[config.mk]
export PLATFORM = sky130hd
export DESIGN_NAME = qxmm_scale
export DESIGN_NICKNAME = d
export VERILOG_FILES = /design/src/sv/qxmm_pkg.sv /design/src/sv/qxmm_scale.sv
export SDC_FILE = /design/constraint.sdc
export NUM_CORES = 2
export LEC_CHECK = 0
export ABC_AREA = 1
export BUFFER_PORTS_ARGS = -buffer_cell sky130_fd_sc_hd__buf_2
export CAP_MARGIN = 20
export CORE_ASPECT_RATIO = 1.1
export CORE_MARGIN = 3
export CORE_UTILIZATION = 42
export CTS_CLUSTER_DIAMETER = 200
export CTS_CLUSTER_SIZE = 16
export DETAILED_ROUTE_END_ITERATION = 10
export GPL_TIMING_DRIVEN = 1
export SETUP_SLACK_MARGIN = 0.3
export SLEW_MARGIN = 20
export SYNTH_ARGS = -nofsm -noshare
export SYNTH_HDL_FRONTEND = slang
export SYNTH_SLANG_ARGS = --single-unit
[constraint.sdc]
create_clock -name clock -period 14.1 [get_ports clock]
set_clock_uncertainty 0.05 [all_clocks]
set_input_delay 1.41 -clock clock [delete_from_list [all_inputs] [get_ports clock]]
set_output_delay 1.41 -clock clock [all_outputs]
set_load 0.1 [all_outputs]
[src/sv/qxmm_pkg.sv]
`timescale 1ns / 1ps

package qxmm_pkg;

   // Fixed point format of the command fields.
   localparam int INPUT_FRAC_BITS = 10;

   localparam int CMD_W  = 20;
   localparam int CODE_W = 16;
   localparam int LANES  = 4;

   // Four 20-bit commands summed need two more bits.
   localparam int SUM_W = CMD_W + 2;
   localparam int MAG_W = SUM_W;
   localparam int POS_W = SUM_W - 1;
   localparam int NUM_W = POS_W + CODE_W;
   localparam int Q_W   = CODE_W;

   // Quotient pipeline: two quotient bits are resolved in each stage.
   localparam int STEPS_PER_STAGE = 2;
   localparam int DIV_STAGES      = Q_W / STEPS_PER_STAGE;

   // Sum, maximum, multiply, divider stages and the output register.
   localparam int PIPE_LATENCY = DIV_STAGES + 4;

   localparam logic [MAG_W-1:0] ONE_CODE = MAG_W'(1) << INPUT_FRAC_BITS;

   // Register map.
   localparam int CSR_INDEX_W = 4;
   localparam logic [CSR_INDEX_W-1:0] CSR_OUTPUT_MINIMUM = CSR_INDEX_W'(0);
   localparam logic [CSR_INDEX_W-1:0] CSR_OUTPUT_MAXIMUM = CSR_INDEX_W'(1);

   localparam logic [CODE_W-1:0] RESET_OUTPUT_MINIMUM = CODE_W'(1000);
   localparam logic [CODE_W-1:0] RESET_OUTPUT_MAXIMUM = CODE_W'(2000);

   // Lane order of the motor sums.
   localparam int LANE_FRONT_RIGHT = 0;
   localparam int LANE_FRONT_LEFT  = 1;
   localparam int LANE_REAR_LEFT   = 2;
   localparam int LANE_REAR_RIGHT  = 3;

   typedef struct packed {
      logic signed [CMD_W-1:0] throttle_cmd;
      logic signed [CMD_W-1:0] roll_cmd;
      logic signed [CMD_W-1:0] pitch_cmd;
      logic signed [CMD_W-1:0] yaw_cmd;
   } req_type;

   typedef struct packed {
      logic [CODE_W-1:0] motor_front_right;
      logic [CODE_W-1:0] motor_front_left;
      logic [CODE_W-1:0] motor_rear_left;
      logic [CODE_W-1:0] motor_rear_right;
   } rsp_type;

   typedef struct packed {
      logic [CODE_W-1:0] output_minimum;
      logic [CODE_W-1:0] output_maximum;
   } cfg_type;

   // Positive parts of the sums and the normalizing denominator.
   typedef struct packed {
      logic                        valid;
      logic [LANES-1:0][POS_W-1:0] s_pos;
      logic [MAG_W-1:0]            den;
   } mix_type;

   // Partial remainders and numerator/quotient shift words of the divider.
   typedef struct packed {
      logic                        valid;
      logic [LANES-1:0][MAG_W-1:0] rem;
      logic [LANES-1:0][Q_W-1:0]   work;
      logic [MAG_W-1:0]            den;
   } div_type;

endpackage

[src/sv/qxmm_scale.sv]
`timescale 1ns / 1ps

module qxmm_scale (
   input  logic              clock,
   input  logic              reset,
   input  qxmm_pkg::cfg_type cfg,
   input  qxmm_pkg::mix_type mix,
   output qxmm_pkg::div_type div_out
);
   import qxmm_pkg::*;

   logic [CODE_W-1:0] span;
   div_type           div_in;
   div_type           div_ff;

   // Distance between the two output limits, in either direction.
   always_comb begin
      if (cfg.output_maximum >= cfg.output_minimum) begin
         span = cfg.output_maximum - cfg.output_minimum;
      end else begin
         span = cfg.output_minimum - cfg.output_maximum;
      end
   end

   // One multiply per lane; the product seeds the divider. Its upper part
   // is already below the denominator, since the sum never exceeds it.
   always_comb begin : seed
      logic [NUM_W-1:0] num;
      div_in.valid = mix.valid;
      div_in.den   = mix.den;
      for (int l = 0; l < LANES; l++) begin
         num            = NUM_W'(mix.s_pos[l]) * NUM_W'(span);
         div_in.rem[l]  = MAG_W'(num[NUM_W-1:Q_W]);
         div_in.work[l] = num[Q_W-1:0];
      end
   end

   always_ff @(posedge clock) begin
      if (reset) begin
         div_ff <= '0;
      end else begin
         div_ff <= div_in;
      end
   end

   assign div_out = div_ff;

endmodule

==> reports/results.tsv <==
metric	value	unit
yosysTopAreaCell	fa_1	
final_net_count	8694	
grt_max_degree	69	
grt_overflow	0	
ys_ff_latch	171	
grt_pass1_wl	273400	um
wl_per_cell	20.17	um
clkSlewWorstSetupHoldPaths	0.08	ns
cts_tree	yes	
ys_warn_count	0	
largest_register_ffs	171	
critPathRequiredTime	14.50	ns
rsz0062_at_grt	no	
status	finished, final reports clean	
drc	0	
chipWidth	340.9	um
firstDrtPassIters	6	
hold_violations	0	
synth_cell_types	36	
ys.flop_type	dfxtp_1	
io_buffer_count	311	
place_congestion	0.9628	
end_kind	flip-flop	
clk_path_buf_depth	2	
worstPathMaxFanout	38	
routed_wl	175300	um
route.vias.total	45043	
start_kind	primary input	
cts_hold_buf	0	
synth_top_area_share	0.4087	
maxSlewHeadroom	0.2425	
hold_depth	3	
arrival	10.05	ns
setup-violations-final	0	
area_growth	6.449	%
cts_buffers	17	
initial_core_util	0.4252	
mostFrequentLayoutCells	inv_1, nand2_1, fa_1, nor2_1, ha_1	
grt_pass1_vias	47570	
hp-class	in -> reg	
drive_gt1_frac	0.06192	
drt-initial-drc-count	3068	
worst_pin_slew	1.136	ns
layout_commonest_cell	inv_1	
fin_tns_setup	0	ns
syn_area	0.05182	mm^2
async_flop_share	0	
worstSetupPathType	in -> reg	
post_cts_resize_count	0	
synthTopCellsByArea	fa_1, inv_1, ha_1	
synth_cells	6921	
avgViaCountPerCell	5.183	
fmax	103.7	MHz
postSynthAreaPerCell	7.488	um^2
place_area	0.05452	mm^2
drv_slew	0	
cts-root-buf	clkbuf_16	
hold_path_end	div_out[0]	
fin_area	0.05516	mm^2
hpwl	135200	um
synth_edf_count	0	
postCtsSetupBuffers	0	
grt_usage	0.2805	
cpMaxStageDelayCell	inv_2	
rows	134	
core	0.1219	mm^2
io_pins	316	
crit_family	adder cells	
die_height	374.4	um
drv_cap	0	
ys_seq_area_frac	0.06606	
max_stage_delay	0.70	ns
fin_crit	9.646	ns
antenna_left	0	
period_share	0.6841	
htreeDepth	4	
holdCritStartpoint	mix[0]	
crit_buf_inv	10	
antenna_found_initial	34	
clock_sinks	171	
design.die.area	0.1276	mm^2
## metal layers
| metal | track usage | vias up | wire (um) |
|---|---|---|---|
| met2 | 0.4675 | 2058 | 82700 |
| met5 | 0.008333 | - | 290 |
| li1 | - | 20412 | - |
| met4 | 0.1274 | 24 | 8741 |
| met3 | 0.06998 | 544 | 17020 |
| met1 | 0.3412 | 22005 | 66570 |
## cells in the mapped netlist, types with 17 or more instances
cell type  number
a21oi_1       240
buf_1          23
buf_2          79
buf_4          26
clkbuf_1      129
clkinv_1       19
dfxtp_1       171
fa_1         1058
ha_1          467
inv_1        1763
nand2_1      1316
nand2_2        18
nand3_1       431
nand4_1        17
nor2_1        892
nor3_1         37
o21ai_0       136
xnor2_1        18
## cell families (layout without fill, tap and decap cells)
family                   after synthesis  count (layout)  synth area share
AO/OA/AOI/OAI                        408             408           0.04112
XOR/XNOR                              30              30          0.005070
adder cells (fa/ha/maj)             1525            1525            0.5215
buffers and inverters               2059            2176            0.1542
flip-flops                           171             171           0.06606
other                                  1              21        0.00007236
AND/OR/NAND/NOR                     2727            2727            0.2120
## tightest hold or removal path, stage by stage
cell and delay [ns]:
buf_2 0.07, inv_1 0.03, nor2_1 0.06
## metrics by stage
stage	hold WS, ns	worst slack, ns	instances	utilization
floorplan	1.467	6.297	6924	-
global placement	1.558	4.144	8641	0.4473
detailed placement	1.567	4.089	8641	0.4473
CTS	0.9533	4.627	8673	0.4522
global route	0.9805	4.131	8679	0.4524
finish	1.000	4.454	8690	0.4526
## worst max-delay path by stage
stage / slack [ns] / end / from / cells past startpoint
2_1_floorplan: 6.30 / div_out[150] / cfg[0] / 36
3_3_place_gp: 4.14 / div_out[150] / cfg[0] / 37
3_5_place_dp: 4.09 / div_out[150] / cfg[0] / 37
4_1_cts: 4.63 / div_out[150] / cfg[0] / 37
5_1_grt: 4.13 / div_out[150] / cfg[0] / 32
6_report: 4.45 / div_out[134] / cfg[0] / 35
## cell type report
cell class | instances | area [um^2]
diodes | 17 | 42.54
clock buffers | 17 | 425.4
clock inverters | 15 | 176.4
fillers | 12649 | 66730
inverters | 1793 | 6733
multi-input cells | 4694 | 40470
flip-flops and latches | 171 | 3423
well taps | 1632 | 2042
repair buffers | 351 | 1857
Power is left out: the tool's default activity adds up to more than one toggle a clock period on the data nets, which glitch-free logic cannot reach.
