[config.mk]
export PLATFORM = sky130hd
export DESIGN_NAME = qxmm_div_stage
export DESIGN_NICKNAME = d
export VERILOG_FILES = /design/src/sv/qxmm_pkg.sv /design/src/sv/qxmm_div_stage.sv
export SDC_FILE = /design/constraint.sdc
export NUM_CORES = 1
export LEC_CHECK = 0
export BUFFER_PORTS_ARGS = -buffer_cell sky130_fd_sc_hd__buf_2
export CAP_MARGIN = 40
export CELL_PAD_IN_SITES_DETAIL_PLACEMENT = 1
export CELL_PAD_IN_SITES_GLOBAL_PLACEMENT = 1
export CORE_ASPECT_RATIO = 0.75
export CORE_UTILIZATION = 40
export DETAILED_ROUTE_END_ITERATION = 12
export GPL_ROUTABILITY_DRIVEN = 0
export HOLD_SLACK_MARGIN = 0.02
export PLACE_DENSITY_LB_ADDON = 0.1
export SETUP_SLACK_MARGIN = 0.02
export SLEW_MARGIN = 20
export SYNTH_ARGS = -nofsm -noshare
export SYNTH_HDL_FRONTEND = slang
export SYNTH_SLANG_ARGS = --single-unit
export TNS_END_PERCENT = 30
[constraint.sdc]
create_clock -name clock -period 7.8 [get_ports clock]
set_input_delay 0.39 -clock clock [delete_from_list [all_inputs] [get_ports clock]]
set_output_delay 0.39 -clock clock [all_outputs]
set_load 0.01 [all_outputs]
[src/sv/qxmm_pkg.sv]
`timescale 1ns / 1ps

package qxmm_pkg;

   // Fixed point format of the command fields.
   localparam int INPUT_FRAC_BITS = 10;

   localparam int CMD_W  = 20;
   localparam int CODE_W = 16;
   localparam int LANES  = 4;

   // Four 20-bit commands summed need two more bits.
   localparam int SUM_W = CMD_W + 2;
   localparam int MAG_W = SUM_W;
   localparam int POS_W = SUM_W - 1;
   localparam int NUM_W = POS_W + CODE_W;
   localparam int Q_W   = CODE_W;

   // Quotient pipeline: two quotient bits are resolved in each stage.
   localparam int STEPS_PER_STAGE = 2;
   localparam int DIV_STAGES      = Q_W / STEPS_PER_STAGE;

   // Sum, maximum, multiply, divider stages and the output register.
   localparam int PIPE_LATENCY = DIV_STAGES + 4;

   localparam logic [MAG_W-1:0] ONE_CODE = MAG_W'(1) << INPUT_FRAC_BITS;

   // Register map.
   localparam int CSR_INDEX_W = 4;
   localparam logic [CSR_INDEX_W-1:0] CSR_OUTPUT_MINIMUM = CSR_INDEX_W'(0);
   localparam logic [CSR_INDEX_W-1:0] CSR_OUTPUT_MAXIMUM = CSR_INDEX_W'(1);

   localparam logic [CODE_W-1:0] RESET_OUTPUT_MINIMUM = CODE_W'(1000);
   localparam logic [CODE_W-1:0] RESET_OUTPUT_MAXIMUM = CODE_W'(2000);

   // Lane order of the motor sums.
   localparam int LANE_FRONT_RIGHT = 0;
   localparam int LANE_FRONT_LEFT  = 1;
   localparam int LANE_REAR_LEFT   = 2;
   localparam int LANE_REAR_RIGHT  = 3;

   typedef struct packed {
      logic signed [CMD_W-1:0] throttle_cmd;
      logic signed [CMD_W-1:0] roll_cmd;
      logic signed [CMD_W-1:0] pitch_cmd;
      logic signed [CMD_W-1:0] yaw_cmd;
   } req_type;

   typedef struct packed {
      logic [CODE_W-1:0] motor_front_right;
      logic [CODE_W-1:0] motor_front_left;
      logic [CODE_W-1:0] motor_rear_left;
      logic [CODE_W-1:0] motor_rear_right;
   } rsp_type;

   typedef struct packed {
      logic [CODE_W-1:0] output_minimum;
      logic [CODE_W-1:0] output_maximum;
   } cfg_type;

   // Positive parts of the sums and the normalizing denominator.
   typedef struct packed {
      logic                        valid;
      logic [LANES-1:0][POS_W-1:0] s_pos;
      logic [MAG_W-1:0]            den;
   } mix_type;

   // Partial remainders and numerator/quotient shift words of the divider.
   typedef struct packed {
      logic                        valid;
      logic [LANES-1:0][MAG_W-1:0] rem;
      logic [LANES-1:0][Q_W-1:0]   work;
      logic [MAG_W-1:0]            den;
   } div_type;

endpackage

[src/sv/qxmm_div_stage.sv]
`timescale 1ns / 1ps

module qxmm_div_stage (
   input  logic              clock,
   input  logic              reset,
   input  qxmm_pkg::div_type div_prev,
   output qxmm_pkg::div_type div_next
);
   import qxmm_pkg::*;

   div_type stage_in;
   div_type stage_ff;

   // Restoring division steps: shift in one numerator bit, subtract the
   // denominator where it fits, shift the quotient bit in at the bottom.
   always_comb begin : steps
      logic [MAG_W:0] trial;
      logic           q_bit;
      stage_in = div_prev;
      for (int l = 0; l < LANES; l++) begin
         for (int k = 0; k < STEPS_PER_STAGE; k++) begin
            trial = {stage_in.rem[l], stage_in.work[l][Q_W-1]};
            q_bit = (trial >= {1'b0, stage_in.den});
            if (q_bit) begin
               trial = trial - {1'b0, stage_in.den};
            end
            stage_in.rem[l]  = trial[MAG_W-1:0];
            stage_in.work[l] = {stage_in.work[l][Q_W-2:0], q_bit};
         end
      end
   end

   always_ff @(posedge clock) begin
      if (reset) begin
         stage_ff <= '0;
      end else begin
         stage_ff <= stage_in;
      end
   end

   assign div_next = stage_ff;

endmodule

==> summary.md <==
| Metric | Value |
|---|---|
| Total global routing track utilization | 30.1% |
| Setup TNS | 0 ns |
| Die outline area | 37600 sq um |
| # H-tree levels | 4 |
| Number of storage elements in the synthesis netlist | 175 |
| Clock transition time at the flip-flop clock pins of the worst setup and hold paths | 0.08 ns |
| Ports placed on the boundary | 352 |
| Area grow syn2layout | 20.9% |
| Static leakage | 8.43 nW |
| Filler cell count | 4539 |
| Logic gate share of total power | 53.6% |
| Switching part of the total | 42.0% |
| Critical-path cell list | buf_2, inv_1, buf_4, ha_1, nand3_1, nor4_1, o21ai_1, o211ai_1, o22ai_1, a21oi_2, buf_4, mux2_2, ha_1, and4_1, o21ai_0, a21oi_1, o41ai_1, a21oi_1, a211oi_1, nand2_1, a221oi_4, buf_4, mux2i_1, nor2_1 |
| Measured slew at the worst slew-check pin | 0.793 ns |
| Initial standard-cell utilization of the core | 40.9% |
| Synthesized netlist cell count | 1819 |
| Startpoint types | primary input |
| Reported net switching power | 1.84 mW |
| Post-Synthesis Mean Instance Area | 8.09 sq um |
| Fraction of the cycle the final worst path needs | 82.1% |
| Run status | finished clean |
| # rows | 60 |
| Number of nets still failing antenna checks after routing | 0 |
| Worst Path Required | 8.14 ns |
| Detail Placement HPWL | 46100 um |
| Part of the total power dissipated in sequential elements | 25.6% |
| Buf/Inv on CP | 5 |
| Number of detailed-routing iterations run before antenna repair | 7 |
| Max-cap violation count | 0 |
| Cell seen most often among critical-path stages | buf_4 |
| Master of the slowest instance on the critical path | inv_1 |
| Global route overflow | 0 |
| Cell at the root of the clock tree | clkbuf_16 |
| Share of flip-flops with an asynchronous set or reset | 0% |
| Port bufs | 351 |
| Final max-slew violation count | 0 |
| Max FFs per register | 175 |
| Leading cell type in the layout, fill and taps excluded | buf_2 |
| Number of global-route vias before repair | 15.3k |
| Via-to-Cell Ratio | 5.74 |
| Clk sink count | 175 |
| Power density over the cells | 246 nW/um^2 |
| Maximum number of pins on one net before global-route repair | 92 |
| CTS tree | done |
| Total internal power | 2.54 mW |
| Die W | 224 um |
| First-iteration detailed-routing DRC count | 1078 |
| Layout cells sized above 1 | 22.1% |
| Core ar. | 36000 sq um |
| WS Path Type | primary input to flop |
| Remaining DRCs | 0 |
| Drt wl/cell | 21.6 um |
| Via total after detailed routing | 15.2k |
| CTS-repair resized insts | 0 |
| Highest net fanout along the worst path | 28 |
| Arr. time, crit path | 6.74 ns |
| Antenna violations before repair | 9 |
| Post-Synthesis Net Count | 2180 |
| Most instantiated flip-flop cell in the synthesis netlist | dfxtp_1 |
| Min cycle time layout | 6.40 ns |
| WL final | 57500 um |
| Power Total | 4.38 mW |
| Total count of hold-check failures in the final report | 0 |
| Clock share of power | 20.8% |
| Setup violators final | 0 |
| Hold_ws | 0.136 ns |
| Delay of the slowest cell on the worst path | 0.46 ns |
| First-pass GRT wire length | 87400 um |
| Worst min-delay path class | primary input to flop |
| Vertical die dimension | 168 um |
| Setup repair after global routing missed its margin | false |
| Maximum buffer depth of the clock tree | 2 |
| Net count reported at finish | 2536 |
| Peak supply drop | 0.109 mV |
| Postcts setup bufs | 0 |
| Fmax achieved | 156 MHz |
| Type of element capturing the critical path | flop |
| CTS buffer count | 17 |
| Synth Cell Area | 14700 sq um |
| Number of enable flip-flop cells after synthesis | 0 |
| Count of unique library cells instantiated by Yosys | 69 |
| Normalized max-slew margin | 47.1% |
| Number of buffers inserted for hold repair after clock tree synthesis | 0 |
| Cell type group with the largest total delay on the critical path | compound AO/OA/AOI/OAI gates |
| Top library cells by usage in the layout, fill and taps aside | 350 x buf_2, 204 x nor2_1, 179 x a21oi_1 |
| Share of the yosys chip area belonging to registers | 23.8% |
| Count of warnings emitted by yosys | 0 |
## cell usage after synthesis (18+ instances only)
cell type	instances	share of area [%]
mux2_2	37	2.8
o21a_1	30	1.5
xnor2_1	94	5.6
a211oi_1	26	1.3
inv_1	72	1.8
nand3_1	25	0.85
mux2i_1	52	3.5
nor3_1	43	1.5
nor2b_1	97	4.1
nand2_1	96	2.4
nand4_1	21	0.89
nor2_1	205	5.2
xor2_1	38	2.3
nand2b_1	25	1.1
dfxtp_1	175	24
a21oi_1	181	6.2
clkbuf_1	37	0.94
ha_1	176	15
a21o_1	54	2.8
a31oi_1	18	0.76
o21ai_0	90	3.1
## power by group through the flow
stage	Sequential [mW]	Clock [mW]	Combinational [mW]
2_1_floorplan	1.22	0	1.50
3_3_place_gp	1.14	0	2.25
3_5_place_dp	1.14	0	2.31
4_1_cts	1.12	0.929	2.33
5_1_grt	1.13	0.966	2.56
6_report	1.12	0.910	2.35
## through the flow
stage | instance area, sq um | utilization, % | worst slack (ns) | instances
floorplan | 14700 | - | 1.84 | 1819
global route | 17800 | 49.3 | 0.975 | 2653
detailed placement | 17200 | 47.7 | 0.986 | 2621
global placement | 17200 | 47.6 | 0.972 | 2620
CTS | 17800 | 49.3 | 1.45 | 2653
finish | 17800 | 49.4 | 1.40 | 2657
## logic make-up after synthesis
| group | count (synthesis) | share of synthesized area (%) |
|---|---|---|
| adder cells (fa/ha/maj) | 184 | 16.0 |
| buffers and inverters | 125 | 3.37 |
| AND/OR/NAND/NOR | 589 | 19.8 |
| XOR/XNOR | 132 | 7.85 |
| AO/OA/AOI/OAI | 525 | 22.8 |
| multiplexers | 89 | 6.37 |
| flip-flops | 175 | 23.8 |
## final cells by class
class	instances	area (sq um)	area share (%)
inverter	72	270	1.52
timing repair buffer	390	2080	11.7
clock inverter	13	154	0.865
tap	465	582	3.27
clock buffer	19	443	2.49
sequential	175	3500	19.7
multi-input combinational	1519	10700	60.4
antenna	4	10.0	0.0563
## layer usage
metal | global-route usage, % | routed length [um] | vias up
met5 | 0 | 50 | -
li1 | - | - | 7294
met3 | 6.63 | 3930 | 76
met4 | 8.49 | 1220 | 8
met2 | 46.0 | 24800 | 454
met1 | 42.2 | 27400 | 7413
## worst paths after layout
check,start,endpoint,slack (ns),cells past startpoint
setup / recovery,div_prev[10],div_next[110],1.40,24
hold / removal,div_prev[51],div_next[53],0.14,2
Power figures use the tool's default switching activity.
