==> config.mk <==
export PLATFORM = sky130hd
export DESIGN_NAME = qxmm_mixer
export DESIGN_NICKNAME = d
export VERILOG_FILES = /design/src/sv/qxmm_pkg.sv /design/src/sv/qxmm_mixer.sv
export SDC_FILE = /design/constraint.sdc
export NUM_CORES = 1
export LEC_CHECK = 0
export BUFFER_PORTS_ARGS = -buffer_cell sky130_fd_sc_hd__buf_4
export CAP_MARGIN = 15
export CORE_UTILIZATION = 55
export DETAILED_ROUTE_END_ITERATION = 7
export GPL_TIMING_DRIVEN = 0
export PLACE_DENSITY_LB_ADDON = 0.15
export REMOVE_ABC_BUFFERS = 1
export SYNTH_ARGS = -nofsm -noshare
export SYNTH_HDL_FRONTEND = slang
export SYNTH_SLANG_ARGS = --single-unit
==> constraint.sdc <==
create_clock -name clock -period 6.8 [get_ports clock]
set_clock_uncertainty 0.15 [all_clocks]
set_input_delay 2.04 -clock clock [delete_from_list [all_inputs] [get_ports clock]]
set_output_delay 2.04 -clock clock [all_outputs]
set_load 0.05 [all_outputs]
==> src/sv/qxmm_pkg.sv <==
`timescale 1ns / 1ps

package qxmm_pkg;

   // Fixed point format of the command fields.
   localparam int INPUT_FRAC_BITS = 10;

   localparam int CMD_W  = 20;
   localparam int CODE_W = 16;
   localparam int LANES  = 4;

   // Four 20-bit commands summed need two more bits.
   localparam int SUM_W = CMD_W + 2;
   localparam int MAG_W = SUM_W;
   localparam int POS_W = SUM_W - 1;
   localparam int NUM_W = POS_W + CODE_W;
   localparam int Q_W   = CODE_W;

   // Quotient pipeline: two quotient bits are resolved in each stage.
   localparam int STEPS_PER_STAGE = 2;
   localparam int DIV_STAGES      = Q_W / STEPS_PER_STAGE;

   // Sum, maximum, multiply, divider stages and the output register.
   localparam int PIPE_LATENCY = DIV_STAGES + 4;

   localparam logic [MAG_W-1:0] ONE_CODE = MAG_W'(1) << INPUT_FRAC_BITS;

   // Register map.
   localparam int CSR_INDEX_W = 4;
   localparam logic [CSR_INDEX_W-1:0] CSR_OUTPUT_MINIMUM = CSR_INDEX_W'(0);
   localparam logic [CSR_INDEX_W-1:0] CSR_OUTPUT_MAXIMUM = CSR_INDEX_W'(1);

   localparam logic [CODE_W-1:0] RESET_OUTPUT_MINIMUM = CODE_W'(1000);
   localparam logic [CODE_W-1:0] RESET_OUTPUT_MAXIMUM = CODE_W'(2000);

   // Lane order of the motor sums.
   localparam int LANE_FRONT_RIGHT = 0;
   localparam int LANE_FRONT_LEFT  = 1;
   localparam int LANE_REAR_LEFT   = 2;
   localparam int LANE_REAR_RIGHT  = 3;

   typedef struct packed {
      logic signed [CMD_W-1:0] throttle_cmd;
      logic signed [CMD_W-1:0] roll_cmd;
      logic signed [CMD_W-1:0] pitch_cmd;
      logic signed [CMD_W-1:0] yaw_cmd;
   } req_type;

   typedef struct packed {
      logic [CODE_W-1:0] motor_front_right;
      logic [CODE_W-1:0] motor_front_left;
      logic [CODE_W-1:0] motor_rear_left;
      logic [CODE_W-1:0] motor_rear_right;
   } rsp_type;

   typedef struct packed {
      logic [CODE_W-1:0] output_minimum;
      logic [CODE_W-1:0] output_maximum;
   } cfg_type;

   // Positive parts of the sums and the normalizing denominator.
   typedef struct packed {
      logic                        valid;
      logic [LANES-1:0][POS_W-1:0] s_pos;
      logic [MAG_W-1:0]            den;
   } mix_type;

   // Partial remainders and numerator/quotient shift words of the divider.
   typedef struct packed {
      logic                        valid;
      logic [LANES-1:0][MAG_W-1:0] rem;
      logic [LANES-1:0][Q_W-1:0]   work;
      logic [MAG_W-1:0]            den;
   } div_type;

endpackage

==> src/sv/qxmm_mixer.sv <==
`timescale 1ns / 1ps

module qxmm_mixer (
   input  logic              clock,
   input  logic              reset,
   input  logic              in_valid,
   input  qxmm_pkg::req_type req_data,
   output qxmm_pkg::mix_type mix
);
   import qxmm_pkg::*;

   logic                               sum_valid_in;
   logic                               sum_valid_ff;
   logic [LANES-1:0][SUM_W-1:0]        sum_in;
   logic [LANES-1:0][SUM_W-1:0]        sum_ff;
   logic [LANES-1:0][MAG_W-1:0]        mag;
   logic [MAG_W-1:0]                   max_a;
   logic [MAG_W-1:0]                   max_b;
   logic [MAG_W-1:0]                   max_all;
   mix_type                            mix_in;
   mix_type                            mix_ff;

   // Quad-X mixing of the four commands.
   always_comb begin : mix_sums
      logic signed [SUM_W-1:0] t;
      logic signed [SUM_W-1:0] r;
      logic signed [SUM_W-1:0] p;
      logic signed [SUM_W-1:0] y;
      t = SUM_W'(req_data.throttle_cmd);
      r = SUM_W'(req_data.roll_cmd);
      p = SUM_W'(req_data.pitch_cmd);
      y = SUM_W'(req_data.yaw_cmd);
      sum_in[LANE_FRONT_RIGHT] = t + r - p + y;
      sum_in[LANE_FRONT_LEFT]  = t - r - p - y;
      sum_in[LANE_REAR_LEFT]   = t - r + p + y;
      sum_in[LANE_REAR_RIGHT]  = t + r + p - y;
      sum_valid_in             = in_valid;
   end

   always_ff @(posedge clock) begin
      sum_ff <= sum_in;
      if (reset) begin
         sum_valid_ff <= 1'b0;
      end else begin
         sum_valid_ff <= sum_valid_in;
      end
   end

   // Magnitudes and their maximum through a two-level compare tree.
   always_comb begin
      for (int l = 0; l < LANES; l++) begin
         mag[l] = sum_ff[l][SUM_W-1] ? (~sum_ff[l] + MAG_W'(1)) : sum_ff[l];
      end
      max_a   = (mag[0] > mag[1]) ? mag[0] : mag[1];
      max_b   = (mag[2] > mag[3]) ? mag[2] : mag[3];
      max_all = (max_a > max_b) ? max_a : max_b;
   end

   // Scale only when the largest magnitude passes full scale; sums at or
   // below zero drive nothing.
   always_comb begin
      mix_in.valid = sum_valid_ff;
      mix_in.den   = (max_all > ONE_CODE) ? max_all : ONE_CODE;
      for (int l = 0; l < LANES; l++) begin
         if (sum_ff[l][SUM_W-1] || (sum_ff[l] == '0)) begin
            mix_in.s_pos[l] = '0;
         end else begin
            mix_in.s_pos[l] = sum_ff[l][POS_W-1:0];
         end
      end
   end

   always_ff @(posedge clock) begin
      if (reset) begin
         mix_ff <= '0;
      end else begin
         mix_ff <= mix_in;
      end
   end

   assign mix = mix_ff;

endmodule

==> out/metrics.cfg <==
[setup_path]
cp-end-kind = register
critPathMaxFanout = 8
required_ps = 6980
cp.arrival_ps = 7260
regToRegSetupSlack_ps = -280
start_kind = register
crit_type = reg2reg

[timing]
fmax_mhz = 141
slew_viol_final = 0
max_slew_margin_pct = 31.0
fin_crit_sh_pct = 104
setup_viol = 11
rsz0062_at_grt = true
finalSetupTns_ps = -2710
worst_pin_slew_ps = 1030
finalWorstSetupSlack_ps = -275
finalCriticalPeriod_ps = 7080
final_hold_viol_count = 0

[detailed_routing]
drtIter0Drc = 969
wire_per_inst_um = 19.0
viasPerCell = 5.73
route.detailed.drc = 0
ant_nets = 0
first_pass_iters = 5
wl_mm = 49.0
num_vias = 14700

[cells_and_area]
design_area_sq_um = 20700
antenna_cells = 0
fillers = 2345
nets = 2533
fin_util_pct = 69.7
drive_above_1_share_pct = 22.6
syn_to_final_growth_pct = 24.6

[cts]
cts_tree = yes
path_clk_slew_ps = 80
cts_root_buffer = clkbuf_16
cts_hold_buf = 0
clk_latency_ps = 450
clockBufferDepth = 2
h-tree-depth = 4
clock_sinks = 196
cts_buffers = 17

[global_routing]
grt_max_degree = 25
first_global_vias = 14400
antenna_found_initial = 0
grt_overflow = 0
grt_pass1_wl_mm = 74.4
grtUsageTotal_pct = 31.2

[yosys]
synth-seq-area-share_pct = 23.6
async_flop_share_pct = 0
syn-cell-area_sq_um = 16600
synth_most_common_cell = inv_1
ys_ff_latch = 196
avgSynthCellArea_sq_um = 8.62
yosysWarnings = 0
synthCells = 1929
synth_ff_type = dfxtp_1
synth_common_cells = inv_1 (211), dfxtp_1 (196), ha_1 (192)
synth.area.top_cells = dfxtp_1 (24%), ha_1 (14%), fa_1 (10%)
synth_edf_count = 0
synth_top_area_share_pct = 23.6
yosysTopAreaCell = dfxtp_1
synth_cell_types = 81

[die]
die_w_um = 176
fp.dieH_um = 176
start_util_pct = 56.0
pin_count = 190
fp.coreArea_sq_um = 29700
die-area_sq_um = 30900
row_count = 63

[run_status]
violations = negative setup slack
status = complete, but fails checks

[placed_design]
pre_cts_ws_ps = -2280
place_area_sq_um = 18500
port_buffers = 189
gp_congestion = 0.908
dp_hpwl_mm = 38.6

[hold_path]
holdCritPathClass = reg2reg

[job]
max_cap_violations = 0

==> stage by stage <==
step / hold WS [ps] / std cells
finish: 316 / 2573
global route: 342 / 2573
CTS: 309 / 2545
detailed placement: 281 / 2468
global placement: 283 / 2461
floorplan: 264 / 1882
==> worst paths after layout <==
| path | from | to | depth (start not counted) |
|---|---|---|---|
| setup / recovery | sum_ff[4] | mix[0] | 27 |
| hold / removal | sum_valid_ff | mix[106] | 1 |
| setup reg to reg | sum_ff[4] | mix[0] | 27 |
| hold reg to reg | sum_valid_ff | mix[106] | 1 |
==> state kept, by name (all words and copies together), names as in the netlist <==
| signal | cells |
|---|---|
| mix | 107 |
| sum_ff | 88 |
| sum_valid_ff | 1 |
==> layout make-up <==
class                   instances  area [sq um]  share of cell area [%]
well taps                     390           488                    2.35
repair buffers                265          2070                    9.99
flip-flops and latches        196          3930                    19.0
multi-input cells            1479         12800                    61.9
clock buffers                  17           425                    2.05
inverters                     211           796                    3.84
clock inverters                14           168                   0.809
repair inverters                1          7.51                  0.0362
==> critical path: stages (launching register included) <==
cell and delay (ps):
dfxtp_4 360, or3_4 380, or4_4 600, or3_4 380, nand2_2 100, xor2_2 170
inv_2 80, ha_4 280, nand4_1 200, or4_4 600, a31oi_4 260, o21ai_4 140
buf_16 180, nor2_2 130, a21oi_2 60, ha_1 330, nand4_1 210, buf_4 220
a2111oi_4 370, o31ai_4 80, buf_6 140, buf_8 130, or4_4 440, o311ai_4 80
nand3_2 140, o31ai_4 440, buf_6 220, a211oi_2 40
==> cells by family after synthesis <==
family | share of synthesized area [%]
AOI/OAI and AO/OA | 16.8
xor gates and xnor gates | 9.31
adders and majority gates | 25.0
buffers and inverters | 5.93
DFF | 23.6
muxes | 1.23
and+or+nand+nor | 18.1
==> cell usage in the layout, fill, tap and decap left out, drive strengths merged, types with 19 or more instances in the layout <==
master	count
buf	265
o31ai	27
nand2	113
o21ai	97
nor2b	25
a21o	36
nand2b	23
nand3	37
dfxtp	196
nor3	46
a21oi	94
ha	192
o41ai	19
nor2	141
o21a	33
xnor2	90
or3	20
fa	87
and2	93
inv	215
xor2	86
==> timing repair <==
item	CTS	global route
pin swaps	31	61
setup buffers	40	29
endpoints found under the hold margin	0	0
endpoints found under the setup margin	32	33
cloned	6	0
resized for setup	107	115
==> routing by layer <==
metal | GRT usage (%) | up-vias | share of wire [%]
met4 | 13.9 | 0 | 4.1
met2 | 52.7 | 498 | 47
met5 | 0 | - | 0
met1 | 40.5 | 7027 | 45
met3 | 2.62 | 124 | 3.9
li1 | - | 7085 | -
Power is not shown: default switching activity piles up to over one toggle a cycle in this logic, so the estimate is an artifact.
