## config.mk

```make
export PLATFORM = sky130hd
export DESIGN_NAME = qxmm_csr
export DESIGN_NICKNAME = d
export VERILOG_FILES = /design/src/sv/qxmm_pkg.sv /design/src/sv/qxmm_csr.sv
export SDC_FILE = /design/constraint.sdc
export NUM_CORES = 1
export LEC_CHECK = 0
export BUFFER_PORTS_ARGS = -buffer_cell sky130_fd_sc_hd__buf_4
export CAP_MARGIN = 0
export CORE_UTILIZATION = 30
export CTS_CLUSTER_DIAMETER = 120
export DETAILED_ROUTE_END_ITERATION = 8
export GPL_ROUTABILITY_DRIVEN = 0
export HOLD_SLACK_MARGIN = 0.15
export PLACE_DENSITY_LB_ADDON = 0.05
export RECOVER_POWER = 100
export REMOVE_ABC_BUFFERS = 1
export SLEW_MARGIN = 25
export SYNTH_ARGS = -nofsm -noshare
export SYNTH_HDL_FRONTEND = slang
export SYNTH_SLANG_ARGS = --single-unit
```

## constraint.sdc

```tcl
create_clock -name clock -period 3.3 [get_ports clock]
set_input_delay 0.495 -clock clock [delete_from_list [all_inputs] [get_ports clock]]
set_output_delay 0.495 -clock clock [all_outputs]
set_load 0.05 [all_outputs]
```

## src/sv/qxmm_pkg.sv

```systemverilog
`timescale 1ns / 1ps

package qxmm_pkg;

   // Fixed point format of the command fields.
   localparam int INPUT_FRAC_BITS = 10;

   localparam int CMD_W  = 20;
   localparam int CODE_W = 16;
   localparam int LANES  = 4;

   // Four 20-bit commands summed need two more bits.
   localparam int SUM_W = CMD_W + 2;
   localparam int MAG_W = SUM_W;
   localparam int POS_W = SUM_W - 1;
   localparam int NUM_W = POS_W + CODE_W;
   localparam int Q_W   = CODE_W;

   // Quotient pipeline: two quotient bits are resolved in each stage.
   localparam int STEPS_PER_STAGE = 2;
   localparam int DIV_STAGES      = Q_W / STEPS_PER_STAGE;

   // Sum, maximum, multiply, divider stages and the output register.
   localparam int PIPE_LATENCY = DIV_STAGES + 4;

   localparam logic [MAG_W-1:0] ONE_CODE = MAG_W'(1) << INPUT_FRAC_BITS;

   // Register map.
   localparam int CSR_INDEX_W = 4;
   localparam logic [CSR_INDEX_W-1:0] CSR_OUTPUT_MINIMUM = CSR_INDEX_W'(0);
   localparam logic [CSR_INDEX_W-1:0] CSR_OUTPUT_MAXIMUM = CSR_INDEX_W'(1);

   localparam logic [CODE_W-1:0] RESET_OUTPUT_MINIMUM = CODE_W'(1000);
   localparam logic [CODE_W-1:0] RESET_OUTPUT_MAXIMUM = CODE_W'(2000);

   // Lane order of the motor sums.
   localparam int LANE_FRONT_RIGHT = 0;
   localparam int LANE_FRONT_LEFT  = 1;
   localparam int LANE_REAR_LEFT   = 2;
   localparam int LANE_REAR_RIGHT  = 3;

   typedef struct packed {
      logic signed [CMD_W-1:0] throttle_cmd;
      logic signed [CMD_W-1:0] roll_cmd;
      logic signed [CMD_W-1:0] pitch_cmd;
      logic signed [CMD_W-1:0] yaw_cmd;
   } req_type;

   typedef struct packed {
      logic [CODE_W-1:0] motor_front_right;
      logic [CODE_W-1:0] motor_front_left;
      logic [CODE_W-1:0] motor_rear_left;
      logic [CODE_W-1:0] motor_rear_right;
   } rsp_type;

   typedef struct packed {
      logic [CODE_W-1:0] output_minimum;
      logic [CODE_W-1:0] output_maximum;
   } cfg_type;

   // Positive parts of the sums and the normalizing denominator.
   typedef struct packed {
      logic                        valid;
      logic [LANES-1:0][POS_W-1:0] s_pos;
      logic [MAG_W-1:0]            den;
   } mix_type;

   // Partial remainders and numerator/quotient shift words of the divider.
   typedef struct packed {
      logic                        valid;
      logic [LANES-1:0][MAG_W-1:0] rem;
      logic [LANES-1:0][Q_W-1:0]   work;
      logic [MAG_W-1:0]            den;
   } div_type;

endpackage

```

## src/sv/qxmm_csr.sv

```systemverilog
`timescale 1ns / 1ps

module qxmm_csr (
   input  logic                             clock,
   input  logic                             reset,
   input  logic                             csr_valid,
   output logic                             csr_ready,
   input  logic [qxmm_pkg::CSR_INDEX_W-1:0] csr_index,
   input  logic [qxmm_pkg::CODE_W-1:0]      csr_wdata,
   output qxmm_pkg::cfg_type                cfg
);
   import qxmm_pkg::*;

   cfg_type cfg_in;
   cfg_type cfg_ff;

   // Writes are taken whenever the block is out of reset.
   assign csr_ready = !reset;

   // Decode the register index; other indexes are ignored.
   always_comb begin
      cfg_in = cfg_ff;
      if (csr_valid && csr_ready) begin
         case (csr_index)
            CSR_OUTPUT_MINIMUM: cfg_in.output_minimum = csr_wdata;
            CSR_OUTPUT_MAXIMUM: cfg_in.output_maximum = csr_wdata;
            default:            cfg_in = cfg_ff;
         endcase
      end
   end

   always_ff @(posedge clock) begin
      if (reset) begin
         cfg_ff.output_minimum <= RESET_OUTPUT_MINIMUM;
         cfg_ff.output_maximum <= RESET_OUTPUT_MAXIMUM;
      end else begin
         cfg_ff <= cfg_in;
      end
   end

   assign cfg = cfg_ff;

endmodule

```

==> impl_metrics.sql <==
INSERT INTO impl_metrics (metric_group, metric, value, unit) VALUES
('status', 'run_status', 'finished, final reports clean', ''),
('logic_synthesis', 'postSynthRegisterBits', '32', ''),
('logic_synthesis', 'syn-cell-area', '1314', 'um^2'),
('power', 'ir_drop', '0.1676', 'mV'),
('placement', 'dpl_cell_area', '1710', 'um^2'),
('timing', 'hold_viol_final', '0', ''),
('clock_network', 'sinks_on_the_clock_net', '32', ''),
('drt', 'via_per_inst', '5.052', ''),
('logic_synthesis', 'synthXorXnorAreaFrac', '0', '%'),
('timing', 'pins_over_their_slew_limit', '0', ''),
('worst_setup_path', 'timing.setup.critical_path_class', 'input port to flip-flop', ''),
('timing', 'max_freq', '492.7', 'MHz'),
('floorplanning', 'floorplan.initialDensity', '31.92', '%'),
('logic_synthesis', 'post_synth_top_flop', 'sky130_fd_sc_hd__dfxtp_1', ''),
('worst_setup_path', 'reg2reg_slack', '2.63', 'ns'),
('logic_synthesis', 'synth_enable_flop_cells', '0', ''),
('hold_path', 'timing.hold.worst_path_depth', '3', ''),
('clock_network', 'root_buffer', 'sky130_fd_sc_hd__clkbuf_8', ''),
('worst_setup_path', 'crit_end_element', 'flip-flop', ''),
('clock_network', 'cts.clk_slew.worst_paths', '0.06', 'ns'),
('floorplanning', 'die_width', '68.18', 'um'),
('global_routing', 'first_pass_grt_wire_length', '5775', 'um'),
('hold_path', 'worstHoldEndpoint', 'cfg[25]$_SDFFE_PP1P_', ''),
('cells_and_area', 'final-instance-count-excl-fill', '251', ''),
('floorplanning', 'design.portCount', '56', ''),
('power', 'powerDensity', '471.8', 'nW/um^2'),
('placement', 'port-buffer-count', '55', ''),
('logic_synthesis', 'synth_sequential_area_ratio', '48.76', '%'),
('timing', 'max-slew-margin-rel', '32.80', '%'),
('cells_and_area', 'num-nets-final', '223', ''),
('cells_and_area', 'filler_cell_count', '466', ''),
('worst_setup_path', 'timing.rr.end', 'cfg[12]$_SDFFE_PP0P_', ''),
('timing', 'setup_viol', '0', ''),
('clock_network', 'cts_buffer_depth', '2', ''),
('clock_network', 'cts_tree', 'done', ''),
('logic_synthesis', 'synthDistinctLibCells', '20', ''),
('global_routing', 'globalRouteOverflowTotal', '0', ''),
('logic_synthesis', 'dominant_cell_by_count_in_the_synthesized_netlist', 'sky130_fd_sc_hd__dfxtp_1', ''),
('logic_synthesis', 'cells_after_synthesis', '151', ''),
('logic_synthesis', 'async_flop_share', '0', '%'),
('logic_synthesis', 'synth_common_cells', 'sky130_fd_sc_hd__dfxtp_1 (32), sky130_fd_sc_hd__a21oi_1 (31), sky130_fd_sc_hd__nand3_1 (22)', ''),
('cells_and_area', 'n_antenna_cell', '0', ''),
('global_routing', 'grt.total_usage', '17.28', '%'),
('timing', 'clock_skew', '0', 'ns'),
('worst_setup_path', 'critical_path.startpoint_type', 'input port', ''),
('drt', 'initialDrtViolationCount', '109', ''),
('placement', 'dpl.hpwl', '2338', 'um'),
('logic_synthesis', 'yosys_warnings', '0', ''),
('logic_synthesis', 'synth_top_family_by_area', 'simple AND/OR/NAND/NOR gates', ''),
('logic_synthesis', 'proportion_of_synthesized_area_in_mux_cells', '0', '%'),
('floorplanning', 'num_rows', '23', ''),
('logic_synthesis', 'synth-simple-area-share', '23.14', '%'),
('clock_network', 'tritoncts.num_buffers', '5', ''),
('cells_and_area', 'final_layout_size_suffix_gt1_share', '16.92', '%'),
('clock_network', 'later_pin_clock_latency_in_the_skew_report', '0.27', 'ns'),
('clock_network', 'clock_tree.htree_level_count', '2', ''),
('floorplanning', 'core-area', '4115', 'um^2'),
('floorplanning', 'design.die.area', '4648', 'um^2'),
('hold_path', 'worst_hold_path_type', 'input port to flip-flop', ''),
('floorplanning', 'die_h', '68.18', 'um'),
('worst_setup_path', 'cp.required', '3.45', 'ns'),
('drt', 'detail_route.wirelength', '3545', 'um'),
('timing', 'final_period_minus_worst_setup_slack', '2.030', 'ns'),
('clock_network', 'postCtsSetupBuffers', '0', ''),
('drt', 'detail-route-antenna-nets', '0', ''),
('timing', 'layout_worst_path_cycle_share', '61.51', '%'),
('clock_network', 'cts_hold_buf', '0', ''),
('drt', 'routed-via-count', '1268', ''),
('logic_synthesis', 'synth_top_cell_by_area', 'sky130_fd_sc_hd__dfxtp_1', ''),
('cells_and_area', 'max_ffs_per_register', '32', ''),
('drt', 'detail_route.wl_per_cell', '14.12', 'um');
-- metrics by stage --
stage                     util [%]  hold WS (ns)  power, uW  setup slack, ns
after floorplan                  -        0.5641      436.2            1.602
after global placement       41.56        0.4559      482.7            1.315
after detailed placement     41.56        0.4593      483.9            1.291
after CTS                    43.75        0.4606      791.3            1.586
after global routing         39.77        0.4711      807.5            1.075
final                        39.77        0.4650      772.2            1.270
-- cell usage in the layout (no fill, tap or decap), types with 2 or more instances in the layout --
master / count
sky130_fd_sc_hd__dfxtp_1: 32
sky130_fd_sc_hd__clkbuf_8: 6
sky130_fd_sc_hd__nand3_1: 22
sky130_fd_sc_hd__clkbuf_1: 34
sky130_fd_sc_hd__nor2_1: 12
sky130_fd_sc_hd__buf_4: 24
sky130_fd_sc_hd__nand2_1: 2
sky130_fd_sc_hd__a21oi_1: 31
sky130_fd_sc_hd__o21ai_0: 20
sky130_fd_sc_hd__nor3_1: 10
-- worst max-delay path by stage --
| stage | startpoint | to | slack, ns | cells past startpoint |
|---|---|---|---|---|
| 2_1_floorplan | reset | cfg[10]$_SDFFE_PP1P_ | 1.60 | 3 |
| 5_1_grt | reset | cfg[30]$_SDFFE_PP0P_ | 1.07 | 4 |
| 3_3_place_gp | reset | cfg[30]$_SDFFE_PP0P_ | 1.31 | 5 |
| 4_1_cts | reset | cfg[30]$_SDFFE_PP0P_ | 1.59 | 5 |
| 3_5_place_dp | reset | cfg[30]$_SDFFE_PP0P_ | 1.29 | 5 |
| 6_report | reset | cfg[29]$_SDFFE_PP0P_ | 1.27 | 4 |
-- where the power goes --
group / internal, uW / switching (uW)
combinational: 25.1 / 50.7
sequential: 390 / 1.74
clock: 170 / 135
-- logic make-up (layout without fill, tap and decap cells) --
logic type | Yosys count | after routing
AOI/OAI and AO/OA | 52 | 52
and+or+nand+nor | 52 | 52
DFF | 32 | 32
buffers and inverters | 15 | 65
-- metal layers --
layer  global-route usage, %  vias to the layer above  share of wire, %
met5                       0                        -                 0
met4                   6.250                        0              0.48
met3                   6.000                        2               7.8
met2                   27.33                       51                47
met1                   21.49                      588                45
li1                        -                      627                 -
-- critical path, stage by stage --
cell	delay, ns
sky130_fd_sc_hd__buf_4	0.23
sky130_fd_sc_hd__or4b_1	1.01
sky130_fd_sc_hd__o21ai_0	0.34
sky130_fd_sc_hd__a21oi_1	0.09
-- area by class of cell --
| type | count | area [um^2] | area share [%] |
|---|---|---|---|
| repair buffers | 56 | 300.3 | 18.35 |
| flip-flops and latches | 32 | 640.6 | 39.14 |
| clock buffers | 8 | 90.09 | 5.505 |
| multi-input cells | 104 | 539.3 | 32.95 |
| inverters | 1 | 3.754 | 0.2294 |
| well taps | 50 | 62.56 | 3.823 |
No activity file was read; power rests on OpenSTA's default activity.
